`config.mk`:
```
export PLATFORM = sky130hd
export DESIGN_NAME = nv12_letterbox_rgb_pixel
export DESIGN_NICKNAME = d
export VERILOG_FILES = /design/src/hw/rtl/nvlb_pkg.sv /design/src/hw/rtl/nvlb_geom.sv /design/src/hw/rtl/nvlb_front.sv /design/src/hw/rtl/nvlb_div.sv /design/src/hw/rtl/nvlb_back.sv /design/src/hw/rtl/nv12_letterbox_rgb_pixel.sv
export VERILOG_INCLUDE_DIRS = /design/src /design/src/hw/rtl
export SDC_FILE = /design/constraint.sdc
export NUM_CORES = 2
export LEC_CHECK = 0
export ABC_CLOCK_PERIOD_IN_PS = 27100
export BUFFER_PORTS_ARGS = -buffer_cell sky130_fd_sc_hd__buf_2
export CAP_MARGIN = 20
export CORE_ASPECT_RATIO = 0.9
export CORE_MARGIN = 4
export CORE_UTILIZATION = 55
export DETAILED_ROUTE_END_ITERATION = 8
export HOLD_SLACK_MARGIN = 0.12
export PLACE_DENSITY = 0.71
export SYNTH_ARGS = -nofsm -noshare
export SYNTH_HDL_FRONTEND = slang
export SYNTH_SLANG_ARGS = --single-unit
export TNS_END_PERCENT = 100
```
`constraint.sdc`:
```
create_clock -name clk -period 27.1 [get_ports clk]
set_input_delay 0 -clock clk [delete_from_list [all_inputs] [get_ports clk]]
set_output_delay 0 -clock clk [all_outputs]
set_load 0.01 [all_outputs]
```
`src/hw/rtl/assert_macros.svh`:
```
// assertion macros used by the top-level rtl file
`ifndef ASSERT_MACROS_SVH
`define ASSERT_MACROS_SVH
`ifndef NO_ASSERTIONS
`define ASSERT_PROP(lbl, clk, rst_n, prop) \
	lbl: assert property (@(posedge clk) disable iff (!rst_n) prop) \
	else $error("assertion failed");
`define ASSERT_NEVER(lbl, clk, rst_n, expr) \
	lbl: assert property (@(posedge clk) disable iff (!rst_n) !(expr)) \
	else $error("forbidden condition seen");
`else
`define ASSERT_PROP(lbl, clk, rst_n, prop)
`define ASSERT_NEVER(lbl, clk, rst_n, expr)
`endif
`endif

```
`src/hw/rtl/nvlb_pkg.sv`:
```
// types, constants and helper functions of the letterbox pixel mapper
`timescale 1ns / 1ps
`default_nettype none
package nvlb_pkg;

	localparam int OUT_SIZE   = 640;
	localparam int MAX_WIDTH  = 1920;
	localparam int MAX_HEIGHT = 1088;

	localparam int CRDW = 10;  // model image coordinate
	localparam int DIMW = 11;  // source dimension
	localparam int STRW = 13;  // stride
	localparam int NUMW = 21;  // pixel divider numerator
	localparam int QW   = 11;  // pixel divider quotient
	localparam int PRDW = 26;  // colour product
	localparam int ADDRW = 4;

	localparam logic [1:0] REG_SRC_WIDTH  = 2'd0;
	localparam logic [1:0] REG_SRC_HEIGHT = 2'd1;
	localparam logic [1:0] REG_SRC_STRIDE = 2'd2;

	localparam logic signed [17:0] Q_CR_R = 18'sd91881;
	localparam logic signed [17:0] Q_CB_G = 18'sd22544;
	localparam logic signed [17:0] Q_CR_G = 18'sd46793;
	localparam logic signed [17:0] Q_CB_B = 18'sd116130;

	typedef struct packed {
		logic [9:0] out_x;
		logic [9:0] out_y;
		logic [7:0] luma_in;
		logic [7:0] cb_in;
		logic [7:0] cr_in;
	} req_t;

	typedef struct packed {
		logic        is_pad;
		logic [22:0] luma_addr;
		logic [21:0] chroma_offset;
		logic [18:0] pixel_index;
		logic [7:0]  red;
		logic [7:0]  green;
		logic [7:0]  blue;
	} rsp_t;

	typedef struct packed {
		logic [DIMW-1:0] sw;
		logic [DIMW-1:0] sh;
		logic [CRDW-1:0] nw;
		logic [CRDW-1:0] nh;
		logic [CRDW-1:0] xp;
		logic [CRDW-1:0] yp;
		logic [CRDW-1:0] xend;
		logic [CRDW-1:0] yend;
	} geom_t;

	typedef struct packed {
		logic        is_pad;
		logic [18:0] pixel_index;
		logic [7:0]  red;
		logic [7:0]  green;
		logic [7:0]  blue;
	} side_t;

	// q16 product truncated toward zero
	function automatic logic signed [9:0] q16_trunc(input logic signed [PRDW-1:0] p);
		logic signed [PRDW-1:0] tmp;
		tmp = p + (p[PRDW-1] ? PRDW'(65535) : PRDW'(0));
		return 10'(tmp >>> 16);
	endfunction

	function automatic logic [7:0] clamp8(input logic signed [10:0] v);
		logic [7:0] r;
		if (v < 0) begin
			r = 8'd0;
		end else if (v > 11'sd255) begin
			r = 8'd255;
		end else begin
			r = v[7:0];
		end
		return r;
	endfunction

endpackage
`default_nettype wire

```
`src/hw/rtl/nvlb_geom.sv`:
```
// sequential derivation of the letterbox content size and pads from the source size
`timescale 1ns / 1ps
`default_nettype none
module nvlb_geom (
	input  wire logic                        clk,
	input  wire logic                        arst_n,
	input  wire logic                        start,
	input  wire logic [nvlb_pkg::DIMW-1:0]   cfg_sw,
	input  wire logic [nvlb_pkg::DIMW-1:0]   cfg_sh,
	output logic                             busy,
	output nvlb_pkg::geom_t                  geom
);

	localparam logic [3:0] GEO_LOAD = 4'd0;
	localparam logic [3:0] GEO_LAST = 4'd11;

	logic                        busy_q;
	logic [3:0]                  cnt_q;
	logic [19:0]                 rem_q;
	logic [19:0]                 dsh_q;
	logic [9:0]                  quo_q;
	logic                        wide_q;
	logic [nvlb_pkg::DIMW-1:0]   swc_q;
	logic [nvlb_pkg::DIMW-1:0]   shc_q;
	nvlb_pkg::geom_t             geom_q;

	logic [nvlb_pkg::DIMW-1:0]   swc;
	logic [nvlb_pkg::DIMW-1:0]   shc;
	logic [nvlb_pkg::CRDW-1:0]   nw;
	logic [nvlb_pkg::CRDW-1:0]   nh;
	logic [nvlb_pkg::CRDW-1:0]   xp;
	logic [nvlb_pkg::CRDW-1:0]   yp;

	always_comb begin
		if (cfg_sw == '0) begin
			swc = nvlb_pkg::DIMW'(1);
		end else if (cfg_sw > nvlb_pkg::DIMW'(nvlb_pkg::MAX_WIDTH)) begin
			swc = nvlb_pkg::DIMW'(nvlb_pkg::MAX_WIDTH);
		end else begin
			swc = cfg_sw;
		end
		if (cfg_sh == '0) begin
			shc = nvlb_pkg::DIMW'(1);
		end else if (cfg_sh > nvlb_pkg::DIMW'(nvlb_pkg::MAX_HEIGHT)) begin
			shc = nvlb_pkg::DIMW'(nvlb_pkg::MAX_HEIGHT);
		end else begin
			shc = cfg_sh;
		end
	end

	always_comb begin
		nw = wide_q ? nvlb_pkg::CRDW'(nvlb_pkg::OUT_SIZE) : quo_q;
		nh = wide_q ? quo_q : nvlb_pkg::CRDW'(nvlb_pkg::OUT_SIZE);
		xp = (nvlb_pkg::CRDW'(nvlb_pkg::OUT_SIZE) - nw) >> 1;
		yp = (nvlb_pkg::CRDW'(nvlb_pkg::OUT_SIZE) - nh) >> 1;
	end

	always_ff @(posedge clk or negedge arst_n) begin
		if (!arst_n) begin
			busy_q <= 1'b1;
			cnt_q  <= GEO_LOAD;
		end else if (start) begin
			busy_q <= 1'b1;
			cnt_q  <= GEO_LOAD;
		end else if (busy_q) begin
			if (cnt_q == GEO_LAST) begin
				busy_q <= 1'b0;
			end
			cnt_q <= cnt_q + 4'd1;
		end
	end

	// restoring division, one quotient bit a cycle
	always_ff @(posedge clk) begin
		if (busy_q && !start) begin
			if (cnt_q == GEO_LOAD) begin
				wide_q <= (swc >= shc);
				swc_q  <= swc;
				shc_q  <= shc;
				quo_q  <= '0;
				if (swc >= shc) begin
					rem_q <= 20'(shc) * 20'(nvlb_pkg::OUT_SIZE);
					dsh_q <= 20'(swc) << 9;
				end else begin
					rem_q <= 20'(swc) * 20'(nvlb_pkg::OUT_SIZE);
					dsh_q <= 20'(shc) << 9;
				end
			end else if (cnt_q == GEO_LAST) begin
				geom_q.sw   <= swc_q;
				geom_q.sh   <= shc_q;
				geom_q.nw   <= nw;
				geom_q.nh   <= nh;
				geom_q.xp   <= xp;
				geom_q.yp   <= yp;
				geom_q.xend <= xp + nw;
				geom_q.yend <= yp + nh;
			end else begin
				if (rem_q >= dsh_q) begin
					rem_q <= rem_q - dsh_q;
					quo_q <= {quo_q[8:0], 1'b1};
				end else begin
					quo_q <= {quo_q[8:0], 1'b0};
				end
				dsh_q <= dsh_q >> 1;
			end
		end
	end

	assign busy = busy_q;
	assign geom = geom_q;

endmodule
`default_nettype wire

```
`src/hw/rtl/nvlb_front.sv`:
```
// front stages: content test, divider numerators, colour products and clamping
`timescale 1ns / 1ps
`default_nettype none
module nvlb_front (
	input  wire logic                        clk,
	input  wire logic                        arst_n,
	input  wire logic                        en,
	input  wire logic                        valid_in,
	input  wire nvlb_pkg::req_t              req,
	input  wire nvlb_pkg::geom_t             geom,
	output logic                             valid_out,
	output logic [nvlb_pkg::NUMW-1:0]        numx,
	output logic [nvlb_pkg::NUMW-1:0]        numy,
	output nvlb_pkg::side_t                  side
);

	logic                              valid_s1;
	logic                              in_box_s1;
	logic [nvlb_pkg::NUMW-1:0]         numx_s1;
	logic [nvlb_pkg::NUMW-1:0]         numy_s1;
	logic [18:0]                       pidx_s1;
	logic [7:0]                        luma_s1;
	logic signed [nvlb_pkg::PRDW-1:0]  pr_s1;
	logic signed [nvlb_pkg::PRDW-1:0]  pgu_s1;
	logic signed [nvlb_pkg::PRDW-1:0]  pgv_s1;
	logic signed [nvlb_pkg::PRDW-1:0]  pb_s1;

	logic                              valid_s2;
	logic [nvlb_pkg::NUMW-1:0]         numx_s2;
	logic [nvlb_pkg::NUMW-1:0]         numy_s2;
	nvlb_pkg::side_t                   side_s2;

	logic                              in_box;
	logic [nvlb_pkg::CRDW-1:0]         dx;
	logic [nvlb_pkg::CRDW-1:0]         dy;
	logic signed [8:0]                 u;
	logic signed [8:0]                 v;
	logic signed [10:0]                r_sum;
	logic signed [10:0]                g_sum;
	logic signed [10:0]                b_sum;
	nvlb_pkg::side_t                   side_d;

	always_comb begin
		in_box = (req.out_x >= geom.xp) && (req.out_x < geom.xend) &&
		         (req.out_y >= geom.yp) && (req.out_y < geom.yend);
		dx = req.out_x - geom.xp;
		dy = req.out_y - geom.yp;
		u  = $signed({1'b0, req.cb_in}) - 9'sd128;
		v  = $signed({1'b0, req.cr_in}) - 9'sd128;
	end

	always_ff @(posedge clk or negedge arst_n) begin
		if (!arst_n) begin
			valid_s1 <= 1'b0;
			valid_s2 <= 1'b0;
		end else if (en) begin
			valid_s1 <= valid_in;
			valid_s2 <= valid_s1;
		end
	end

	always_ff @(posedge clk) begin
		if (en) begin
			in_box_s1 <= in_box;
			numx_s1   <= in_box ? nvlb_pkg::NUMW'(dx) * nvlb_pkg::NUMW'(geom.sw) : '0;
			numy_s1   <= in_box ? nvlb_pkg::NUMW'(dy) * nvlb_pkg::NUMW'(geom.sh) : '0;
			pidx_s1   <= 19'(req.out_y) * 19'(nvlb_pkg::OUT_SIZE) + 19'(req.out_x);
			luma_s1   <= req.luma_in;
			pr_s1     <= nvlb_pkg::PRDW'(v) * nvlb_pkg::PRDW'(nvlb_pkg::Q_CR_R);
			pgu_s1    <= nvlb_pkg::PRDW'(u) * nvlb_pkg::PRDW'(nvlb_pkg::Q_CB_G);
			pgv_s1    <= nvlb_pkg::PRDW'(v) * nvlb_pkg::PRDW'(nvlb_pkg::Q_CR_G);
			pb_s1     <= nvlb_pkg::PRDW'(u) * nvlb_pkg::PRDW'(nvlb_pkg::Q_CB_B);
		end
	end

	always_comb begin
		r_sum = $signed({3'b000, luma_s1}) + 11'(nvlb_pkg::q16_trunc(pr_s1));
		g_sum = $signed({3'b000, luma_s1}) - 11'(nvlb_pkg::q16_trunc(pgu_s1))
		        - 11'(nvlb_pkg::q16_trunc(pgv_s1));
		b_sum = $signed({3'b000, luma_s1}) + 11'(nvlb_pkg::q16_trunc(pb_s1));
		side_d.is_pad      = !in_box_s1;
		side_d.pixel_index = pidx_s1;
		side_d.red         = in_box_s1 ? nvlb_pkg::clamp8(r_sum) : 8'd0;
		side_d.green       = in_box_s1 ? nvlb_pkg::clamp8(g_sum) : 8'd0;
		side_d.blue        = in_box_s1 ? nvlb_pkg::clamp8(b_sum) : 8'd0;
	end

	always_ff @(posedge clk) begin
		if (en) begin
			numx_s2 <= numx_s1;
			numy_s2 <= numy_s1;
			side_s2 <= side_d;
		end
	end

	assign valid_out = valid_s2;
	assign numx      = numx_s2;
	assign numy      = numy_s2;
	assign side      = side_s2;

endmodule
`default_nettype wire

```
`src/hw/rtl/nvlb_div.sv`:
```
// pipelined restoring divider for source column and row, one quotient bit per stage
`timescale 1ns / 1ps
`default_nettype none
module nvlb_div (
	input  wire logic                        clk,
	input  wire logic                        arst_n,
	input  wire logic                        en,
	input  wire logic                        valid_in,
	input  wire logic [nvlb_pkg::NUMW-1:0]   numx,
	input  wire logic [nvlb_pkg::NUMW-1:0]   numy,
	input  wire nvlb_pkg::side_t             side_in,
	input  wire logic [nvlb_pkg::CRDW-1:0]   den_x,
	input  wire logic [nvlb_pkg::CRDW-1:0]   den_y,
	output logic                             valid_out,
	output logic [nvlb_pkg::QW-1:0]          sx,
	output logic [nvlb_pkg::QW-1:0]          sy,
	output nvlb_pkg::side_t                  side_out
);

	logic                        vld_s   [nvlb_pkg::QW];
	logic [nvlb_pkg::NUMW-1:0]   rem_x_s [nvlb_pkg::QW];
	logic [nvlb_pkg::NUMW-1:0]   rem_y_s [nvlb_pkg::QW];
	logic [nvlb_pkg::QW-1:0]     quo_x_s [nvlb_pkg::QW];
	logic [nvlb_pkg::QW-1:0]     quo_y_s [nvlb_pkg::QW];
	nvlb_pkg::side_t             side_s  [nvlb_pkg::QW];

	for (genvar k = 0; k < nvlb_pkg::QW; k++) begin : g_stage
		localparam int B = nvlb_pkg::QW - 1 - k;

		logic                        v_d;
		logic [nvlb_pkg::NUMW-1:0]   rx_d;
		logic [nvlb_pkg::NUMW-1:0]   ry_d;
		logic [nvlb_pkg::QW-1:0]     qx_d;
		logic [nvlb_pkg::QW-1:0]     qy_d;
		nvlb_pkg::side_t             s_d;
		logic [nvlb_pkg::NUMW-1:0]   dx_sh;
		logic [nvlb_pkg::NUMW-1:0]   dy_sh;

		if (k == 0) begin : g_first
			assign v_d  = valid_in;
			assign rx_d = numx;
			assign ry_d = numy;
			assign qx_d = '0;
			assign qy_d = '0;
			assign s_d  = side_in;
		end else begin : g_next
			assign v_d  = vld_s[k-1];
			assign rx_d = rem_x_s[k-1];
			assign ry_d = rem_y_s[k-1];
			assign qx_d = quo_x_s[k-1];
			assign qy_d = quo_y_s[k-1];
			assign s_d  = side_s[k-1];
		end

		assign dx_sh = nvlb_pkg::NUMW'(den_x) << B;
		assign dy_sh = nvlb_pkg::NUMW'(den_y) << B;

		always_ff @(posedge clk or negedge arst_n) begin
			if (!arst_n) begin
				vld_s[k] <= 1'b0;
			end else if (en) begin
				vld_s[k] <= v_d;
			end
		end

		always_ff @(posedge clk) begin
			if (en) begin
				side_s[k] <= s_d;
				if (rx_d >= dx_sh) begin
					rem_x_s[k] <= rx_d - dx_sh;
					quo_x_s[k] <= qx_d | (nvlb_pkg::QW'(1) << B);
				end else begin
					rem_x_s[k] <= rx_d;
					quo_x_s[k] <= qx_d;
				end
				if (ry_d >= dy_sh) begin
					rem_y_s[k] <= ry_d - dy_sh;
					quo_y_s[k] <= qy_d | (nvlb_pkg::QW'(1) << B);
				end else begin
					rem_y_s[k] <= ry_d;
					quo_y_s[k] <= qy_d;
				end
			end
		end
	end

	assign valid_out = vld_s[nvlb_pkg::QW-1];
	assign sx        = quo_x_s[nvlb_pkg::QW-1];
	assign sy        = quo_y_s[nvlb_pkg::QW-1];
	assign side_out  = side_s[nvlb_pkg::QW-1];

endmodule
`default_nettype wire

```
`src/hw/rtl/nvlb_back.sv`:
```
// back stages: luma and chroma address products, sums and the output register
`timescale 1ns / 1ps
`default_nettype none
module nvlb_back (
	input  wire logic                        clk,
	input  wire logic                        arst_n,
	input  wire logic                        en,
	input  wire logic                        valid_in,
	input  wire logic [nvlb_pkg::QW-1:0]     sx,
	input  wire logic [nvlb_pkg::QW-1:0]     sy,
	input  wire nvlb_pkg::side_t             side,
	input  wire logic [nvlb_pkg::STRW-1:0]   stride,
	output logic                             rsp_valid,
	output nvlb_pkg::rsp_t                   rsp
);

	logic                        valid_s1;
	logic [23:0]                 prod_l_s1;
	logic [23:0]                 prod_c_s1;
	logic [nvlb_pkg::QW-1:0]     sx_s1;
	nvlb_pkg::side_t             side_s1;

	logic                        rsp_valid_q;
	nvlb_pkg::rsp_t              rsp_q;

	logic [23:0]                 luma_sum;
	logic [23:0]                 chroma_sum;

	always_ff @(posedge clk or negedge arst_n) begin
		if (!arst_n) begin
			valid_s1    <= 1'b0;
			rsp_valid_q <= 1'b0;
		end else if (en) begin
			valid_s1    <= valid_in;
			rsp_valid_q <= valid_s1;
		end
	end

	always_ff @(posedge clk) begin
		if (en) begin
			prod_l_s1 <= 24'(sy) * 24'(stride);
			prod_c_s1 <= 24'(sy >> 1) * 24'(stride);
			sx_s1     <= sx;
			side_s1   <= side;
		end
	end

	always_comb begin
		luma_sum   = prod_l_s1 + 24'(sx_s1);
		// chroma pairs sit on even byte offsets
		chroma_sum = prod_c_s1 + 24'({sx_s1[nvlb_pkg::QW-1:1], 1'b0});
	end

	always_ff @(posedge clk) begin
		if (en) begin
			rsp_q.is_pad        <= side_s1.is_pad;
			rsp_q.luma_addr     <= side_s1.is_pad ? 23'd0 : luma_sum[22:0];
			rsp_q.chroma_offset <= side_s1.is_pad ? 22'd0 : chroma_sum[21:0];
			rsp_q.pixel_index   <= side_s1.pixel_index;
			rsp_q.red           <= side_s1.red;
			rsp_q.green         <= side_s1.green;
			rsp_q.blue          <= side_s1.blue;
		end
	end

	assign rsp_valid = rsp_valid_q;
	assign rsp       = rsp_q;

endmodule
`default_nettype wire

```
`src/hw/rtl/nv12_letterbox_rgb_pixel.sv`:
```
// top level: register port, geometry unit and the pixel pipeline
`timescale 1ns / 1ps
`default_nettype none
`include "assert_macros.svh"
// Maps one pixel of the 640 x 640 model image onto an NV12 source frame and converts
// the Y/Cb/Cr bytes carried with it to RGB. One item is accepted every clock while the
// pipeline is not held; the result passes 15 register stages (two front stages, an
// 11-stage divider giving one source column/row bit per stage, an address product stage
// and the output register) before rsp_valid rises, and the whole pipeline holds when
// the result is not taken. After reset and after every register write the geometry
// unit works out the content size and pads with a bit-serial divider; req_ready stays
// low while it is busy.
module nv12_letterbox_rgb_pixel (
	input  wire logic                           clk,
	input  wire logic                           arst_n,
	input  wire logic                           psel,
	input  wire logic                           penable,
	input  wire logic                           pwrite,
	input  wire logic [nvlb_pkg::ADDRW-1:0]     paddr,
	input  wire logic [31:0]                    pwdata,
	output logic [31:0]                         prdata,
	output logic                                pready,
	input  wire logic                           req_valid,
	output logic                                req_ready,
	input  wire nvlb_pkg::req_t                 req,
	output logic                                rsp_valid,
	input  wire logic                           rsp_ready,
	output nvlb_pkg::rsp_t                      rsp
);

	logic [nvlb_pkg::DIMW-1:0]   width_q;
	logic [nvlb_pkg::DIMW-1:0]   height_q;
	logic [nvlb_pkg::STRW-1:0]   stride_q;

	logic                        cfg_we;
	logic                        en;
	logic                        busy;
	nvlb_pkg::geom_t             geom;

	logic                        f_valid;
	logic [nvlb_pkg::NUMW-1:0]   f_numx;
	logic [nvlb_pkg::NUMW-1:0]   f_numy;
	nvlb_pkg::side_t             f_side;
	logic                        d_valid;
	logic [nvlb_pkg::QW-1:0]     d_sx;
	logic [nvlb_pkg::QW-1:0]     d_sy;
	nvlb_pkg::side_t             d_side;

	assign pready = 1'b1;
	assign cfg_we = psel && penable && pwrite;

	always_ff @(posedge clk or negedge arst_n) begin
		if (!arst_n) begin
			width_q  <= nvlb_pkg::DIMW'(1920);
			height_q <= nvlb_pkg::DIMW'(1080);
			stride_q <= nvlb_pkg::STRW'(1920);
		end else if (cfg_we) begin
			unique case (paddr[3:2])
				nvlb_pkg::REG_SRC_WIDTH:  width_q  <= pwdata[nvlb_pkg::DIMW-1:0];
				nvlb_pkg::REG_SRC_HEIGHT: height_q <= pwdata[nvlb_pkg::DIMW-1:0];
				nvlb_pkg::REG_SRC_STRIDE: stride_q <= pwdata[nvlb_pkg::STRW-1:0];
				default: ;
			endcase
		end
	end

	always_comb begin
		unique case (paddr[3:2])
			nvlb_pkg::REG_SRC_WIDTH:  prdata = 32'(width_q);
			nvlb_pkg::REG_SRC_HEIGHT: prdata = 32'(height_q);
			nvlb_pkg::REG_SRC_STRIDE: prdata = 32'(stride_q);
			default:                  prdata = 32'd0;
		endcase
	end

	// whole pipeline moves together unless the output item is stuck
	assign en        = !rsp_valid || rsp_ready;
	assign req_ready = en && !busy;

	nvlb_geom u_geom (
		.clk    (clk),
		.arst_n (arst_n),
		.start  (cfg_we),
		.cfg_sw (width_q),
		.cfg_sh (height_q),
		.busy   (busy),
		.geom   (geom)
	);

	nvlb_front u_front (
		.clk       (clk),
		.arst_n    (arst_n),
		.en        (en),
		.valid_in  (req_valid && req_ready),
		.req       (req),
		.geom      (geom),
		.valid_out (f_valid),
		.numx      (f_numx),
		.numy      (f_numy),
		.side      (f_side)
	);

	nvlb_div u_div (
		.clk       (clk),
		.arst_n    (arst_n),
		.en        (en),
		.valid_in  (f_valid),
		.numx      (f_numx),
		.numy      (f_numy),
		.side_in   (f_side),
		.den_x     (geom.nw),
		.den_y     (geom.nh),
		.valid_out (d_valid),
		.sx        (d_sx),
		.sy        (d_sy),
		.side_out  (d_side)
	);

	nvlb_back u_back (
		.clk       (clk),
		.arst_n    (arst_n),
		.en        (en),
		.valid_in  (d_valid),
		.sx        (d_sx),
		.sy        (d_sy),
		.side      (d_side),
		.stride    (stride_q),
		.rsp_valid (rsp_valid),
		.rsp       (rsp)
	);

	`ASSERT_NEVER(a_no_accept_busy, clk, arst_n, busy && req_ready)
	`ASSERT_PROP(a_write_starts_geom, clk, arst_n, cfg_we |=> busy)
	`ASSERT_PROP(a_pad_is_black, clk, arst_n, (rsp_valid && rsp.is_pad) |-> (rsp.luma_addr == 23'd0 && rsp.chroma_offset == 22'd0 && rsp.red == 8'd0 && rsp.green == 8'd0 && rsp.blue == 8'd0))

endmodule
`default_nettype wire

```
# Yosys cells after proc, flatten, opt, wreduce, memory -nomap -nowiden
# Memories as Yosys holds them, arrays and structs flattened. A register that Yosys moved wholly into a read port is not among the register bits.
# Cells that the tools add are included.
# word_totals
ff_bits	597
latch_bits	0
ramBits	1188
mem_bits_ro	0
inputBits	87
word_cells	439
mem_count	5
# op_classes
n_addsub	43
multipliers	11
n_div	0
order_cmp	36
eq_ne	4
shift	0
muxes	206
bitwise	46
n_reduce_logical	29
# memory_table
memory	depth	word_bits	rd	rd_clocked_by_memory_dff	write_ports	line	text
u_div.side_s	11	44	11	1	11	nvlb_div.sv:25	nvlb_pkg::side_t side_s [nvlb_pkg::QW];
u_div.rem_x_s	11	21	10	0	11	nvlb_div.sv:21	logic [nvlb_pkg::NUMW-1:0] rem_x_s [nvlb_pkg::QW];
u_div.rem_y_s	11	21	10	0	11	nvlb_div.sv:22	logic [nvlb_pkg::NUMW-1:0] rem_y_s [nvlb_pkg::QW];
u_div.quo_x_s	11	11	11	1	11	nvlb_div.sv:23	logic [nvlb_pkg::QW-1:0] quo_x_s [nvlb_pkg::QW];
u_div.quo_y_s	11	11	11	0	11	nvlb_div.sv:24	logic [nvlb_pkg::QW-1:0] quo_y_s [nvlb_pkg::QW];
# op_table
operator	count
two-way mux 21 bit	22
two-way mux 11 bit	26
two-way mux 20 bit	7
two-way mux 1 bit	138
adder 26 x 17 -> 26 bit	4
two-way mux 16 bit	4
OR 1 bit	44
>= comparator 21 x 10 -> 1 bit	2
>= comparator 21 x 11 -> 1 bit	2
>= comparator 21 x 12 -> 1 bit	2
>= comparator 21 x 13 -> 1 bit	2
>= comparator 21 x 14 -> 1 bit	2
>= comparator 21 x 15 -> 1 bit	2
>= comparator 21 x 16 -> 1 bit	2
>= comparator 21 x 17 -> 1 bit	2
>= comparator 21 x 18 -> 1 bit	2
>= comparator 21 x 19 -> 1 bit	2
>= comparator 21 x 20 -> 1 bit	2
multiplier 10 x 11 -> 21 bit	2
subtractor 21 x 10 -> 21 bit	2
subtractor 21 x 11 -> 21 bit	2
subtractor 21 x 12 -> 21 bit	2
subtractor 21 x 13 -> 21 bit	2
subtractor 21 x 14 -> 21 bit	2
other kinds (52)	96

# Longest topological paths before layout
# depth
depth_word	6
ltp_mapped	31

# Modules after synthesis
# From an unflattened synthesis, not the netlist that was laid out.
# unflattened
cells_unflattened	7964
area_unflattened_um2	97696.2
# modules_own_cells
module	n_inst	cells_per_inst	area_per_inst_um2
nvlb_div	1	3181	45891.5
nvlb_front	1	2652	27806.7
nvlb_back	1	1143	13183.9
nvlb_geom	1	845	9011.1
nv12_letterbox_rgb_pixel	1	143	1803.0

# Least setup slack after synthesis
# OpenSTA, ideal clock, no wires.
# synth_path
path_kind	reg-to-reg
start	register u_back.rsp_valid_q, in the netlist u_back.rsp_valid
end	register u_back.prod_c_s1[0] (enable)
setup_ps	1252
t_arrival_ps	18765
slack_ps	7083
path_stages_with_launch	6
n_path_buf	3
synth_period_minus_slack_ps	20017
cell_sequence	dfrtp_1 -> nor2b_1 -> clkbuf_1 -> clkbuf_1 -> clkbuf_1 -> inv_1
# synth_via
elab_chain_len	2
# synth_lines
item	line	text
start, declared	nvlb_back.sv:23	logic rsp_valid_q;
start signal, assigned	nvlb_back.sv:35	rsp_valid_q <= valid_s1;
zero test 1 bit	nv12_letterbox_rgb_pixel.sv:77	assign en = !rsp_valid || rsp_ready;
logical OR 1 bit	nv12_letterbox_rgb_pixel.sv:77	
end signal, assigned	nvlb_back.sv:42	prod_c_s1 <= 24'(sy >> 1) * 24'(stride);
end, declared	nvlb_back.sv:19	logic [23:0] prod_c_s1;
# Every way passes these cells.
# A chain may end at the register's enable or synchronous reset.

# Worst setup path in the final report
# layout_path
start	register u_geom.geom_q (netlist bit u_geom.geom[21])
end	register u_front.numy_s1[19] (netlist bit) (data pin)
# layout_via
elab_chain_len	3
word_cells_on_any_way	5
classes_between	add/sub (1); mul (1); order compare (1); reduce/logical (2)
# layout_lines
item	line	text
start, declared	nvlb_geom.sv:25	nvlb_pkg::geom_t geom_q;
parallel branches: the longest is 3 deep, another holds multiplier 10 x 11 -> 21 bit	--	
end signal, assigned	nvlb_front.sv:66	numy_s1 <= in_box ? nvlb_pkg::NUMW'(dy) * nvlb_pkg::NUMW'(geom.sh) : '0;
end, declared	nvlb_front.sv:20	logic [nvlb_pkg::NUMW-1:0] numy_s1;
# Parallel ways; which one is timed is not known.

==> flow_summary_export.csv <==
group,metric,value,unit
grt,overflow,0,
yosys,synth_ff_type,"edfxtp_1",
detailed_routing,drt_iter0_markers,3413,
detailed_routing,via_per_inst,5.53,
floorplan,die_height,405,um
yosys,synth_edf_count,1617,
grt,grt_max_degree,138,
worst_setup_path,r2r-start,"u_geom.geom[21]",
worst_setup_path,crit_arrival,8.35,ns
yosys,netlist.area_leader.share,0.504,
detailed_routing,met3_length,7520,um
job,cap_violations,0,
worst_setup_path,path_depth,28,
grt,grt_antenna_before_repair,15,
sta,fmax,0.128,GHz
floorplan,dieArea,182000,um2
grt,grt_pass1_wl,306000,um
yosys,syn_area,96300,um2
yosys,post-synth-top-count-cell,"edfxtp_1",
worst_setup_path,cp_num_buf_inv,4,
worst_setup_path,slowest_stage,"xor2_1",
worst_setup_path,worstRegToRegCells,28,
worst_setup_path,r2r-end,"u_front.numy_s1[19]",
worst_setup_path,required,27.65,ns
final_layout,num-nets-final,9496,
worst_setup_path,startpoint_type,"register",
detailed_routing,num_vias,58407,
grt,grt_pass1_vias,59888,
status,status,"finished clean",
detailed_routing,drt_pre_antenna_iters,5,
worst_setup_path,max_stage_delay,0.71,ns
sta,finalSetupViolCount,0,
yosys,synth_area_leaders,"edfxtp_1 (50%), ha_1 (12%), fa_1 (8.2%)",
worst_setup_path,startpoint,"u_geom.geom[21]",
yosys,ys_seq_area_frac,0.519,
cts,cts_buffers,171,
sta,post-route-period-util,0.288,
yosys,synth-seq-cells,1672,
worst_setup_path,cpMostUsedCell,"fa_1",
floorplan,num_io_pins,211,
cts,clk_latency,0.81,ns
cts,clock-sinks,1672,
sta,report.final.slew_viol_count,0,
cts,cts-root-buf,"clkbuf_16",
yosys,netlist_instances,7738,
yosys,synthTopCellsByCount,"edfxtp_1 (1617), ha_1 (891), inv_1 (795), nand2_1 (557), nor2_1 (410)",
detailed_routing,met2_length,93700,um
cts,htreeDepth,4,
detailed_routing,antenna_left,0,
detailed_routing,highest_layer,"met5",
yosys,yosysTopAreaCell,"edfxtp_1",
place,place_congestion,0.914,
floorplan,die_w,449,um
grt,grt_usage,0.206,
worst_setup_path,crit_type,"reg2reg",
sta,finClkSkew,0.0521,ns
worst_setup_path,cpLargestDelayFamily,"adder cells",
yosys,synth_warnings,0,
detailed_routing,wl_met1,79900,um
cts,cts_tree,"built",
floorplan,start_util,0.554,
sta,slew_headroom,0.309,
place,dp_hpwl,136000,um
final_layout,syn_to_final_growth,11.2,%
worst_setup_path,crit_end,"u_front.numy_s1[19]",
final_layout,fin_util,0.616,
worst_setup_path,r2r_slack,19.31,ns
detailed_routing,drc,0,
min_path,hp-start,"req[30]",
yosys,synth-async-reset-ratio,0.0329,
worst_setup_path,cp-end-kind,"register",
cts,cts_setup_buffers,0,
sta,worst_pin_slew,1.03,ns
cts,clk_pin_slew,0.06,ns
detailed_routing,wire_per_inst,17.7,um
yosys,ys_types,102,
worst_setup_path,cp_max_fo,11,
yosys,avgSynthCellArea,12.4,um2
detailed_routing,drt_wl_total,187000,um
cts,clock_path_buffers,3,
floorplan,core.rowCount,145,
sta,fin_setup_tns,0,ns
sta,rsz0062_at_grt,"false",
floorplan,core,174000,um2
min_path,worstHoldPathType,"in2reg",
sta,fin_crit,7.79,ns
final_layout,drive_gt1_frac,0.0800,
sta,hold_viol_final,0,
place,port-buffer-count,169,
worst min path at each step:
stage                           to  cells past startpoint
6_report       u_front.pidx_s1[13]                      5
2_1_floorplan          height_q[0]                      0
3_5_place_dp      u_back.rsp_valid                      2
3_3_place_gp      u_back.rsp_valid                      2
5_1_grt         u_front.pgu_s1[12]                      3
4_1_cts        u_front.pidx_s1[13]                      5
registers in the layout, indices dropped and copies added, names as in the netlist, 66 cells and up:
name,flops
u_back.rsp,89
u_div.rem_y_s,210
u_div.quo_x_s,66
u_div.quo_y_s,66
u_div.side_s,484
u_div.rem_x_s,210
u_geom.geom,74
metal layers:
| layer | global-route usage | up-vias |
|---|---|---|
| met4 | 0.0653 | 6 |
| met3 | 0.0304 | 353 |
| li1 | - | 28311 |
| met5 | 0 | - |
| met1 | 0.263 | 28530 |
| met2 | 0.364 | 1207 |
worst register-to-register path: cells and delay by family, from the launching register on:
kind / cells / cell delay [ns]
XOR/XNOR: 2 / 0.86
flip-flops: 1 / 0.44
AO/OA/AOI/OAI: 10 / 2.44
buffers and inverters: 4 / 0.23
adder cells (fa/ha/maj): 7 / 3.02
AND/OR/NAND/NOR: 5 / 0.55
cell usage in the layout (no fill, tap or decap), types with 34 or more instances in the layout:
cell / n
nand3_1: 105
xnor2_1: 309
and3_1: 40
a21boi_0: 47
xor2_1: 216
fa_1: 395
a31oi_1: 40
buf_4: 56
a211oi_1: 42
nor2_1: 408
ha_1: 891
dfrtp_1: 42
mux2i_1: 47
o21ai_0: 283
nor4_1: 51
and2_1: 193
inv_1: 793
a21oi_1: 320
a21o_1: 145
nand4_1: 60
clkbuf_16: 172
o31ai_1: 34
nor3_1: 126
buf_2: 169
nor2b_1: 147
dlygate4sd3_1: 126
clkinv_2: 34
nand2_1: 557
or3_1: 51
nand2b_1: 99
o21a_1: 73
mux2_2: 74
edfxtp_1: 1617
kinds of logic after synthesis:
group | count (synthesis) | share of synthesized area
other cells | 2 | 0.0000780
buf+inv | 964 | 0.0388
simple gates | 1961 | 0.102
fa+ha+maj | 1290 | 0.198
compound gates | 1199 | 0.0802
xor+xnor | 528 | 0.0483
mux | 122 | 0.0137
flops | 1672 | 0.519
timing repair:
| action | 4_1_cts | 5_1_grt |
|---|---|---|
| hold endpoints to repair | 200 | 0 |
| setup endpoints to repair | 0 | 0 |
| gates resized for setup | 0 | 0 |
| hold buffers | 126 | 0 |
final cells by class:
class | instances | area, um2
fill | 13155 | 66700
sequential | 1672 | 49900
multi-input combinational | 5120 | 42700
clock buffer | 197 | 4430
inverter | 800 | 3020
tap | 2278 | 2850
timing repair buffer | 358 | 2640
clock inverter | 124 | 1460
antenna | 6 | 15.0
stage by stage:
step | hold slack (ns) | area (um2) | instances | setup WS, ns
after floorplan | -0.296 | 96300 | 7756 | 7.08
after global placement | 0.156 | 99800 | 10092 | 19.53
after detailed placement | 0.165 | 99800 | 10096 | 19.39
after CTS | 0.124 | 107000 | 10543 | 19.35
after global routing | 0.159 | 107000 | 10553 | 18.69
final | 0.190 | 107000 | 10555 | 19.31
Power is left out: the tool's default activity adds up to more than one toggle a clock period on the data nets, which glitch-free logic cannot reach.
